[config.mk]
export PLATFORM = sky130hd
export DESIGN_NAME = swk_minplus
export DESIGN_NICKNAME = d
export VERILOG_FILES = /design/src/rtl/swk_pkg.sv /design/src/rtl/swk_minplus.sv
export SDC_FILE = /design/constraint.sdc
export NUM_CORES = 1
export LEC_CHECK = 0
export BUFFER_PORTS_ARGS = -buffer_cell sky130_fd_sc_hd__clkbuf_2
export CAP_MARGIN = 15
export CORE_MARGIN = 1.5
export CORE_UTILIZATION = 48
export DETAILED_ROUTE_END_ITERATION = 8
export PLACE_DENSITY = 0.81
export SLEW_MARGIN = 10
export SYNTH_ARGS = -nofsm -noshare
export SYNTH_HDL_FRONTEND = slang
export SYNTH_SLANG_ARGS = --single-unit
export TNS_END_PERCENT = 100
[constraint.sdc]
create_clock -name vclk -period 9.06
set_input_delay 1.812 -clock vclk [all_inputs]
set_output_delay 1.812 -clock vclk [all_outputs]
set_load 0.01 [all_outputs]
[src/rtl/swk_pkg.sv]
// swk_pkg: shared types, constants and codes of the shortest walk unit
// no dependencies; imported by the interfaces and by every module of the block but swk_ram
`default_nettype none

package swk_pkg;

    localparam int SWK_MAX_VERTICES = 16;
    localparam int SWK_MAX_STEPS    = 255;

    localparam int SWK_IDX_W  = 4;
    localparam int SWK_WGT_W  = 16;
    localparam int SWK_DIST_W = 32;
    localparam int SWK_VC_W   = 5;
    localparam int SWK_SC_W   = 8;
    localparam int SWK_CFG_W  = 8;
    localparam int SWK_CIDX_W = 2;

    localparam logic [SWK_VC_W-1:0] SWK_VC_RESET = 5'd16;
    localparam logic [SWK_SC_W-1:0] SWK_SC_RESET = 8'd1;

    localparam logic [SWK_CIDX_W-1:0] CFG_VERTEX_COUNT = 2'd0;
    localparam logic [SWK_CIDX_W-1:0] CFG_STEP_COUNT   = 2'd1;

    localparam logic FUNC_LOAD    = 1'b0;
    localparam logic FUNC_COMPUTE = 1'b1;

    localparam logic signed [SWK_DIST_W-1:0] SWK_INT_MAX = 32'sh7FFF_FFFF;
    localparam logic signed [SWK_DIST_W-1:0] SWK_INT_MIN = 32'sh8000_0000;

    typedef struct packed {
        logic                           vld;
        logic signed [SWK_DIST_W-1:0]   val;
    } t_cell;

    localparam t_cell CELL_INF  = '{vld: 1'b0, val: '0};
    localparam t_cell CELL_ZERO = '{vld: 1'b1, val: '0};

    typedef struct packed {
        logic                           no_edge;
        logic signed [SWK_WGT_W-1:0]    weight;
    } t_entry;

    localparam int SWK_ENTRY_W = $bits(t_entry);

    typedef struct packed {
        logic init;
        logic shift_acc;
        logic shift_cur;
        logic level_end;
    } t_cell_ctrl;

    typedef enum logic [1:0] {
        ST_IDLE,
        ST_RUN,
        ST_WAIT,
        ST_DONE
    } t_state;

endpackage

`default_nettype wire

[src/rtl/swk_minplus.sv]
// swk_minplus: saturating add of path and edge weight, then minimum with accumulator
// depends on swk_pkg
`default_nettype none

module swk_minplus import swk_pkg::*; (
    input  wire t_cell  i_acc,
    input  wire t_cell  i_cur,
    input  wire t_entry i_entry,
    output t_cell       o_upd
);

    logic signed [SWK_DIST_W:0]   w_sum;
    logic signed [SWK_DIST_W-1:0] w_sat;

    always_comb begin
        w_sum = {i_cur.val[SWK_DIST_W-1], i_cur.val}
              + {{(SWK_DIST_W + 1 - SWK_WGT_W){i_entry.weight[SWK_WGT_W-1]}}, i_entry.weight};
        if (w_sum[SWK_DIST_W] != w_sum[SWK_DIST_W-1]) begin
            w_sat = w_sum[SWK_DIST_W] ? SWK_INT_MIN : SWK_INT_MAX;
        end else begin
            w_sat = w_sum[SWK_DIST_W-1:0];
        end

        o_upd = i_acc;
        if (i_cur.vld && !i_entry.no_edge) begin
            if (!i_acc.vld || (w_sat < i_acc.val)) begin
                o_upd.vld = 1'b1;
                o_upd.val = w_sat;
            end
        end
    end

endmodule

`default_nettype wire

==> results.toml <==
[worst_setup_path]
arrival_ns = 7.42
start_kind = "primary input"
critPathKind = "in -> out"
cp-end-kind = "output pin"
critPathRequiredTime_ns = 7.25
crit_top_cell = "ha_4"
cp_slowest_cell = "a211o_1"
worst-path-max-fanout = 8
critPathMaxStageDelay_ns = 0.35

[floorplanning]
io_pins = 116
core_area_um2 = 6350
rows = 29
fp.dieH_um = 83.9
die_x_um = 83.9
initial_core_util = 0.495
dieArea_um2 = 7040

[logic_synthesis]
synth_area_um2 = 3140
synthCells = 417
yosysTopAreaCell = "ha_1"
yosysTopAreaCellShare = 0.259
yosys-top-cells-count = "65 x ha_1, 41 x inv_1, 34 x o21ai_0, 30 x a21oi_1"
synth_compound_area_frac = 0.291
synth-simple-area-share = 0.155
synth_most_common_cell = "ha_1"
synth_top_family_by_area = "compound AO/OA/AOI/OAI gates"
synth_xor_area_frac = 0.0916
post_synth_mux_area_share = 0.118
ys_seq_area_frac = 0
synth.area.top_cells = "ha_1 26%, mux2_2 10%, o21ai_0 5.4%"
synthesis.nets = 566
yosysWarnings = 0
syn_area_per_cell_um2 = 7.54
synth.distinct_cells = 57
synth_fa_ha_area_frac = 0.265

[sta]
period_needed_ns = 9.23
setup_viol = 32
slew_headroom = 0.570
worst_pin_slew_ns = 0.639
fin_ws_ns = -0.174
period_share = 1.02
hold_viol_final = 0
fin_hold_ws_ns = 3.92
fin_setup_tns_ns = -5.00
rsz0062_at_grt = "yes"
maxSlewViolCount = 0
fmaxAchievable_ghz = 0.108

[worst_hold_path]
min_delay_worst_endpoint = "o_upd[32]"
worstHoldStart = "i_acc[32]"
hold_class = "in -> out"
min_path_cells = 3

[status]
status = "finished, violations left"
violations = "negative setup slack"

[routing]
drt_iter0_drc = 260
vias_per_cell = 5.95
vias = 3989
ant_nets = 0
drc_errors = 0
wire_per_inst_um = 17.4
routed_wirelength_mm = 11.7
dr.pass1.iters = 6

[final_layout]
fin_area_um2 = 4980
area_delta_synth_final_pct = 58.6
seq_cell_count = 0
stdcell_count = 670
clock_buffers = 0
seq_area_um2 = 0
fillCellCount = 397
diodes = 0
nets = 744
drive_gt1_frac = 0.472

[placed_design]
dpl.cell_count = 649
placed_area_um2 = 4120
hpwlAfterDp_mm = 7.76
io_buffers = 116
gp_congestion = 1.01

[power_and_ir_drop]
power_frac_comb = 1.000
pwr-share-seq = 0
ir_drop_uv = 132
p_switching_mw = 0.445
p_leak_nw = 2.58
p_per_area_nw_per_um2 = 183
intPower_mw = 0.466
power.share.clock = 0
swShare = 0.488

[global_route]
grt_pass1_wl_mm = 15.6
grt_antenna_before_repair = 0
grt_max_degree = 13
overflow = 0
grt_pass1_vias = 3608
globalRouteTotalUtil = 0.256

[clock_tree]
cts_hold_buf = 0

[run]
cap_violations = 0
[how the worst max path moves through the flow]
stage / from / to / slack [ns]
after floorplan: i_cur[7] / o_upd[28] / 0.11
after global placement: i_cur[9] / o_upd[25] / -0.07
after detailed placement: i_cur[7] / o_upd[20] / -0.25
after CTS: i_cur[14] / o_upd[0] / -0.05
after global routing: i_entry[15] / o_upd[10] / -0.42
final: i_entry[14] / o_upd[10] / -0.17
[final cells by class]
| cell class | instances | area [um2] | area share |
|---|---|---|---|
| tap | 77 | 96.3 | 0.0193 |
| inverter | 41 | 154 | 0.0309 |
| timing repair buffer | 190 | 1380 | 0.276 |
| multi-input combinational | 362 | 3360 | 0.674 |
[power by group through the flow]
stage	combinational, mW	sequential (mW)	clock (mW)
final	0.911	0	0
after CTS	0.716	0	0
after global placement	0.607	0	0
after global routing	0.969	0	0
after floorplan	0.418	0	0
after detailed placement	0.624	0	0
[kinds of logic (layout without fill, tap and decap cells)]
| logic type | after synthesis | count (layout) |
|---|---|---|
| xor gates and xnor gates | 32 | 32 |
| adders and majority gates | 66 | 66 |
| AOI/OAI and AO/OA | 137 | 137 |
| buffers and inverters | 55 | 231 |
| muxes | 33 | 33 |
| and+or+nand+nor | 94 | 94 |
[timing repair]
action | CTS | global route
pin swaps | 25 | 30
cloned | 1 | 2
resized for setup | 50 | 100
setup buffers | 14 | 6
setup endpoints to repair | 32 | 32
hold endpoints to repair | 0 | 0
[through the flow]
| step | power (mW) | setup WS [ns] | utilization |
|---|---|---|---|
| floorplan | 0.418 | 0.107 | - |
| finish | 0.911 | -0.174 | 0.785 |
| global placement | 0.607 | -0.0680 | 0.649 |
| detailed placement | 0.624 | -0.255 | 0.649 |
| CTS | 0.716 | -0.0542 | 0.703 |
| global route | 0.969 | -0.422 | 0.785 |
[worst max-delay path: cells and delay by family]
family / cells / cell delay, ns
buffers and inverters: 6 / 0.86
adders and majority gates: 3 / 0.80
AOI/OAI and AO/OA: 12 / 2.27
and+or+nand+nor: 7 / 1.03
xor gates and xnor gates: 2 / 0.29
muxes: 1 / 0.31
[cells in the final DEF, fill, tap and decap left out, drive strengths merged, types with 2 or more instances in the layout]
cell / n
buf: 92
o21a: 4
a211o: 2
nand4: 9
clkbuf: 98
o21bai: 4
xor2: 17
a2111oi: 2
nor4: 4
a211oi: 3
nand2b: 5
nand2: 28
o21ai: 52
o211ai: 6
a21oi: 32
a21o: 13
nor4b: 2
mux2: 32
xnor2: 15
o31a: 2
and2: 4
nor2: 14
a221oi: 3
nand3: 9
ha: 65
a21boi: 3
inv: 41
or3: 2
nor3: 7
a41oi: 2
nor2b: 5
or2: 3
a31oi: 2
o31ai: 2
[routing by layer]
metal / track usage / wire, um / part of all wire / vias up
met5: 0 / 0 / 0 / -
met4: 0.0730 / 571 / 0.049 / 0
met3: 0.0109 / 696 / 0.060 / 57
met2: 0.482 / 5910 / 0.51 / 223
met1: 0.313 / 4500 / 0.39 / 1826
li1: - / - / - / 1883
Power figures use the tool's default switching activity.
