**src/rtl/swk_pkg.sv**
```systemverilog
// swk_pkg: shared types, constants and codes of the shortest walk unit
// no dependencies; imported by the interfaces and by every module of the block but swk_ram
`default_nettype none

package swk_pkg;

    localparam int SWK_MAX_VERTICES = 16;
    localparam int SWK_MAX_STEPS    = 255;

    localparam int SWK_IDX_W  = 4;
    localparam int SWK_WGT_W  = 16;
    localparam int SWK_DIST_W = 32;
    localparam int SWK_VC_W   = 5;
    localparam int SWK_SC_W   = 8;
    localparam int SWK_CFG_W  = 8;
    localparam int SWK_CIDX_W = 2;

    localparam logic [SWK_VC_W-1:0] SWK_VC_RESET = 5'd16;
    localparam logic [SWK_SC_W-1:0] SWK_SC_RESET = 8'd1;

    localparam logic [SWK_CIDX_W-1:0] CFG_VERTEX_COUNT = 2'd0;
    localparam logic [SWK_CIDX_W-1:0] CFG_STEP_COUNT   = 2'd1;

    localparam logic FUNC_LOAD    = 1'b0;
    localparam logic FUNC_COMPUTE = 1'b1;

    localparam logic signed [SWK_DIST_W-1:0] SWK_INT_MAX = 32'sh7FFF_FFFF;
    localparam logic signed [SWK_DIST_W-1:0] SWK_INT_MIN = 32'sh8000_0000;

    typedef struct packed {
        logic                           vld;
        logic signed [SWK_DIST_W-1:0]   val;
    } t_cell;

    localparam t_cell CELL_INF  = '{vld: 1'b0, val: '0};
    localparam t_cell CELL_ZERO = '{vld: 1'b1, val: '0};

    typedef struct packed {
        logic                           no_edge;
        logic signed [SWK_WGT_W-1:0]    weight;
    } t_entry;

    localparam int SWK_ENTRY_W = $bits(t_entry);

    typedef struct packed {
        logic init;
        logic shift_acc;
        logic shift_cur;
        logic level_end;
    } t_cell_ctrl;

    typedef enum logic [1:0] {
        ST_IDLE,
        ST_RUN,
        ST_WAIT,
        ST_DONE
    } t_state;

endpackage

`default_nettype wire

```
**src/rtl/swk_cell.sv**
```systemverilog
// swk_cell: one vertex slot of the ring, holds current level and accumulator values
// depends on swk_pkg
`default_nettype none

module swk_cell import swk_pkg::*; (
    input  wire logic       i_clk,
    input  wire logic       i_head,
    input  wire logic       i_last,
    input  wire t_cell_ctrl i_ctrl,
    input  wire t_cell      i_nbr_acc,
    input  wire t_cell      i_nbr_cur,
    input  wire t_cell      i_wrap_acc,
    input  wire t_cell      i_wrap_cur,
    output t_cell           o_acc,
    output t_cell           o_cur
);

    t_cell r_acc, n_acc;
    t_cell r_cur, n_cur;
    t_cell w_shift;

    always_comb begin
        n_acc   = r_acc;
        n_cur   = r_cur;
        w_shift = i_last ? i_wrap_acc : i_nbr_acc;
        if (i_ctrl.init) begin
            n_cur = i_head ? CELL_ZERO : CELL_INF;
            n_acc = CELL_INF;
        end else begin
            if (i_ctrl.shift_cur) begin
                n_cur = i_last ? i_wrap_cur : i_nbr_cur;
            end
            if (i_ctrl.shift_acc) begin
                if (i_ctrl.level_end) begin
                    n_cur = w_shift;
                    n_acc = CELL_INF;
                end else begin
                    n_acc = w_shift;
                end
            end
        end
    end

    always_ff @(posedge i_clk) begin
        r_acc <= n_acc;
        r_cur <= n_cur;
    end

    assign o_acc = r_acc;
    assign o_cur = r_cur;

endmodule

`default_nettype wire

```
**config.mk**
```make
export PLATFORM = sky130hd
export DESIGN_NAME = swk_cell
export DESIGN_NICKNAME = d
export VERILOG_FILES = /design/src/rtl/swk_pkg.sv /design/src/rtl/swk_cell.sv
export SDC_FILE = /design/constraint.sdc
export NUM_CORES = 1
export LEC_CHECK = 0
export BUFFER_PORTS_ARGS = -buffer_cell sky130_fd_sc_hd__buf_2
export CORE_MARGIN = 2
export CORE_UTILIZATION = 45
export CTS_CLUSTER_DIAMETER = 120
export CTS_CLUSTER_SIZE = 40
export DETAILED_ROUTE_END_ITERATION = 7
export PLACE_DENSITY = 0.83
export SETUP_SLACK_MARGIN = 0.15
export SYNTH_ARGS = -nofsm -noshare
export SYNTH_HDL_FRONTEND = slang
export SYNTH_SLANG_ARGS = --single-unit
```
**constraint.sdc**
```tcl
create_clock -name i_clk -period 2.25 [get_ports i_clk]
set_input_delay 0.3375 -clock i_clk [delete_from_list [all_inputs] [get_ports i_clk]]
set_output_delay 0.3375 -clock i_clk [all_outputs]
set_load 0.01 [all_outputs]
```
==> reports/qor.csv, run 1 <==
metric,value,unit
outcome,finished clean,
max_cap viols,0,
first-pass detailed-route iteration total,4,
CP max-delay cell,mux2_2,
detailed-route wire length per cell,14.6,um
Clock transition at path regs,0.07,ns
Worst-Skew Late Latency,0.32,ns
vias in the first global route,3360,
Synth area leaders,"dfxtp_1 38%, mux2i_1 12%, mux2_2 7.8%, nor2b_1 6.3%, a21oi_1 4.8%",
critical path's top delay family,buffers and inverters,
GRT Util Overall,0.232,
Max stage delay on crit path,0.38,ns
post-route ant nets,0,
standard-cell rows,31,
most common cell in the netlist,dfxtp_1,
layout cells sized above 1,0.432,
# diodes,0,
Hold Crit Class,input port to flop,
overall power,2670,uW
WS Path Type,input port to flop,
ys async rst share,0,
cts bufs inserted,9,
Fin. Hold Viols,0,
die area,0.00840,mm^2
Vias/cell,5.02,
post-synth cell types,25,
detailed placement HPWL,7370,um
Max Slew Vio Count,0,
Die X,91.6,um
final worst slack,0.977,ns
Setup WS pre-CTS,0.639,ns
fmax,785,MHz
#FFs+latches synth,66,
initial antenna violation count,0,
postcts setup bufs,0,
Starting Density,0.471,
LEAKAGE,0.00231,uW
# DRC,0,
RSZ-0062 raised after global routing,false,
cell taking the most area after synthesis,dfxtp_1,
via count,3448,
M2 GR Usage,0.416,
Synth Net Count,531,
Register Area,0.00132,mm^2
post-cts sizing count,0,
largest net degree at the start of global routing,67,
DR iter-0 viols,83,
post-synthesis cell count,392,
GRT met1 Usage,0.273,
setup TNS,0,ns
CP Max Fanout,28,
Synthesis Warnings,0,
Worst Path Arrival,1.48,ns
crit path cell chain,buf_4 > buf_12 > mux2_2 > a21oi_1 > nor2_1,
sequential-to-total area share from yosys stat,0.382,
Peak supply drop,0.403,mV
Port Buf Inserts,204,
global placement routability congestion,0.802,
Slew Limit Headroom,0.368,
top_reg_cell synth,dfxtp_1,
Worst setup SP type,input port,
clk root buf,clkbuf_8,
synthesized cell area,0.00346,mm^2
hold_buf cts,0,
M3 GR Usage,0.0493,
TritonCTS clock tree,built,
final worst clock skew,0,ns
commonest cells in the netlist,"66 x dfxtp_1, 40 x mux2i_1, 35 x nor2b_1",
die height,91.6,um
Post-Route WL,10000,um
Post-Syn Area per Cell,8.82,um^2
core box area,0.00733,mm^2
final setup vio count,0,
first-pass GRT wire length,15700,um
Worst Path Buf+Inv,2,
Post-synth EDFFs,0,
GRT Max-Usage Layer,met2,
pwr/cell area,572,mW/mm^2
Congestion Overflow GR,0,
filler cell count,656,
Final nets,723,
num ports,205,
H-tree depth,3,
Clock Tree Buf Depth,2,
Worst setup EP type,flop,
Period minus WS final,1.27,ns
multi-input logic area,0.00193,mm^2
Worst Max-Slew Pin Slew,0.948,ns
clock sink count,66,
Area growth syn-to-layout,35.2,%
worst path required time,2.46,ns
period utilization,0.566,
post-synth top area share,0.382,
==> layer usage <==
metal,share of wire,vias to the layer above
li1,-,1720
met1,0.41,1585
met2,0.50,131
met3,0.071,12
met4,0.014,0
met5,0,-
==> layout make-up <==
class | count | share of cell area
Clock inverter | 4 | 0.00429
Sequential cell | 66 | 0.283
Timing Repair Buffer | 213 | 0.239
Tap cell | 99 | 0.0265
Clock buffer | 11 | 0.0281
Inverter | 7 | 0.00563
Multi-Input combinational cell | 287 | 0.414
==> placed cells by master, fill, tap and decap left out, drive strengths merged <==
cell type    n
buf        213
dfxtp       66
o21ai       50
mux2i       40
nor2b       35
a21oi       34
nor2        33
nand2b      26
mux2        26
and2        25
clkbuf      11
o2bb2ai      7
inv          7
o22ai        7
clkinv       4
nand2        1
o21a         1
nand3b       1
a221o        1
==> state kept, by name, indices dropped and copies added, names as in the netlist <==
signal / flops
o_acc: 33
o_cur: 33
==> final timing paths <==
| path | start | endpoint | slack [ns] | cells after the start |
|---|---|---|---|---|
| worst max register to register | o_cur[32] | o_cur[32] | 1.35 | 2 |
| worst min-delay path | i_head | o_cur[32] | 0.26 | 2 |
| worst max-delay path | i_last | o_acc[2] | 0.98 | 5 |
| worst min register to register | o_cur[2] | o_cur[2] | 0.53 | 2 |
==> power breakdown <==
group	total, uW	switching (uW)	internal (uW)	leakage, uW
clock	797	410	387	0.0000827
sequential	1280	36.5	1250	0.000544
combinational	592	292	300	0.00168
==> cell families after synthesis <==
family	count (synthesis)	synth area share
buf+inv	39	0.0594
compound gates	100	0.158
simple gates	121	0.198
mux	66	0.202
flops	66	0.382
==> through the flow <==
stage / cell area (um^2) / util / hold WS [ns] / cells
finish: 4670 / 0.637 / 0.265 / 687
global route: 4670 / 0.637 / 0.258 / 687
CTS: 4670 / 0.637 / 0.253 / 687
detailed placement: 4520 / 0.616 / 0.510 / 672
global placement: 4520 / 0.616 / 0.503 / 672
floorplan: 3460 / - / 0.476 / 392
Note: power is estimated with default switching activity, not from simulation.
==> inputs of run 2 (changes only) <==
--- a/config.mk
+++ b/config.mk
@@ -7,11 +7,11 @@
 export LEC_CHECK = 0
 export BUFFER_PORTS_ARGS = -buffer_cell sky130_fd_sc_hd__buf_2
 export CORE_MARGIN = 2
-export CORE_UTILIZATION = 45
+export CORE_UTILIZATION = 40
 export CTS_CLUSTER_DIAMETER = 120
 export CTS_CLUSTER_SIZE = 40
 export DETAILED_ROUTE_END_ITERATION = 7
-export PLACE_DENSITY = 0.83
+export PLACE_DENSITY = 0.78
 export SETUP_SLACK_MARGIN = 0.15
 export SYNTH_ARGS = -nofsm -noshare
 export SYNTH_HDL_FRONTEND = slang
==> constraint.sdc (replaced) <==
create_clock -name i_clk -period 1.15 [get_ports i_clk]
set_input_delay 0.1725 -clock i_clk [delete_from_list [all_inputs] [get_ports i_clk]]
set_output_delay 0.1725 -clock i_clk [all_outputs]
set_load 0.01 [all_outputs]
==> reports/qor.csv, run 2 (same netlist as run 1, synthesis figures left out) <==
metric,value,unit,change
outcome,finished clean,,unchanged
first-pass GRT wire length,17400,um,was 15700 um
Worst Path Buf+Inv,1,,was 2
non-filler instance count after layout,719,,was 687
GRT Max-Usage Layer,met2,,unchanged
core box area,0.00830,mm^2,was 0.00733 mm^2
Port Buf Inserts,204,,unchanged
Worst setup EP type,output pin,,was flop
M3 GR Usage,0.0665,,was 0.0493
cts bufs inserted,9,,unchanged
hold_buf cts,0,,unchanged
pwr/cell area,1190,mW/mm^2,was 572 mW/mm^2
Post-Route WL,11000,um,was 10000 um
H-tree depth,3,,unchanged
fmax,1030,MHz,
Congestion Overflow GR,0,,unchanged
DR iter-0 viols,124,,was 83
crit path cell chain,buf_2,,was buf_4 > buf_12 > mux2_2 > a21oi_1 > nor2_1
Vias/cell,5.02,,about the same
clk root buf,clkbuf_8,,unchanged
worst hold slack,0.0689,ns,was 0.265 ns
"commonest non-fill, non-tap cells in the layout","169 x buf_2, 60 x dfxtp_2, 40 x mux2i_1",,"was 203 x buf_2, 66 x dfxtp_1, 40 x mux2i_1"
standard-cell rows,33,,was 31
final core occ,0.645,,was 0.637
via count,3611,,was 3448
worst path required time,0.98,ns,was 2.46 ns
Worst Max-Slew Pin Slew,0.359,ns,was 0.948 ns
Cells after DPL,701,,was 672
Final nets,748,,was 723
Starting Density,0.416,,was 0.471
Area growth syn-to-layout,54.8,%,was 35.2%
Clock Tree Buf Depth,2,,unchanged
die height,97.0,um,was 91.6 um
# diodes,0,,unchanged
final worst clock skew,0,ns,unchanged
largest net degree at the start of global routing,41,,was 67
global placement routability congestion,0.903,,was 0.802
period utilization,0.847,,
TritonCTS clock tree,built,,unchanged
"Cell Area, Placed",0.00479,mm^2,was 0.00452 mm^2
Clock transition at path regs,0.07,ns,about the same
num ports,205,,unchanged
CP max-delay cell,dfxtp_2,,was mux2_2
CP Max Fanout,2,,was 28
LEAKAGE,0.00255,uW,was 0.00231 uW
setup TNS,0,ns,unchanged
Worst Path Arrival,0.80,ns,was 1.48 ns
Max Slew Vio Count,0,,unchanged
GRT met1 Usage,0.240,,was 0.273
vias in the first global route,3661,,was 3360
layout cells sized above 1,0.575,,was 0.432
post-route ant nets,0,,unchanged
final setup vio count,0,,unchanged
max_cap viols,0,,unchanged
first-pass detailed-route iteration total,4,,unchanged
Peak supply drop,0.670,mV,was 0.403 mV
WS Path Type,flop to output pin,,was input port to flop
clock sink count,66,,unchanged
Slew Limit Headroom,0.761,,was 0.368
die area,0.00940,mm^2,was 0.00840 mm^2
M2 GR Usage,0.416,,about the same
Fin. Hold Viols,0,,unchanged
critical path's top delay family,flip-flops,,was buffers and inverters
fin area,0.00535,mm^2,was 0.00467 mm^2
GRT Util Overall,0.225,,was 0.232
RSZ-0062 raised after global routing,true,,was false
detailed-route wire length per cell,15.3,um,was 14.6 um
detailed placement HPWL,8030,um,was 7370 um
Worst setup SP type,flop,,was input port
Hold Crit Class,input port to flop,,unchanged
Period minus WS final,0.974,ns,
Max stage delay on crit path,0.33,ns,was 0.38 ns
"most common cell after layout, fill and taps aside",buf_2,,unchanged
# DRC,0,,unchanged
Die X,97.0,um,was 91.6 um
Worst-Skew Late Latency,0.33,ns,was 0.32 ns
initial antenna violation count,0,,unchanged
run 2: path summary, 6_finish.rpt:
check	from	slack [ns]	end	depth (start not counted)
hold reg to reg	o_cur[3]	0.54	o_cur[3]	2
setup / recovery	o_acc[5]	0.18	o_acc[5]	1
setup reg to reg	o_cur[32]	0.24	o_cur[32]	2
hold / removal	i_head	0.07	o_cur[32]	2
run 2: area by class of cell:
type	count	area (um^2)
multi-input combinational	287	1980
clock inverter	4	97.6
sequential	66	1400
tap	105	131
timing repair buffer	238	1570
fill	708	2950
inverter	7	26.3
clock buffer	12	155
run 2: per-stage QoR:
step                      power (uW)  worst slack, ns
after floorplan                 3250           0.0914
after global placement          3800          -0.0909
after detailed placement        3840           -0.120
after CTS                       6290            0.150
after global routing            6700            0.130
final                           6390            0.176
run 2: routing by layer:
| metal | vias to the layer above | wire length [um] |
|---|---|---|
| li1 | 1772 | - |
| met1 | 1673 | 4340 |
| met2 | 143 | 5680 |
| met3 | 23 | 715 |
| met4 | 0 | 250 |
| met5 | - | 0 |
run 2: power by group:
part	leakage (uW)	switching, uW	internal, uW	total, uW
registers	0.000565	91.3	2470	2560
logic	0.00186	617	751	1370
clock network	0.000123	899	1560	2460
total	0.00255	1610	4780	6390
run 2: what timing repair did:
item                                    in CTS  in global routing
pin swaps                                    0                  0
resized for setup                            7                 88
endpoints found under the setup margin       7                 60
buffers inserted                             0                  2
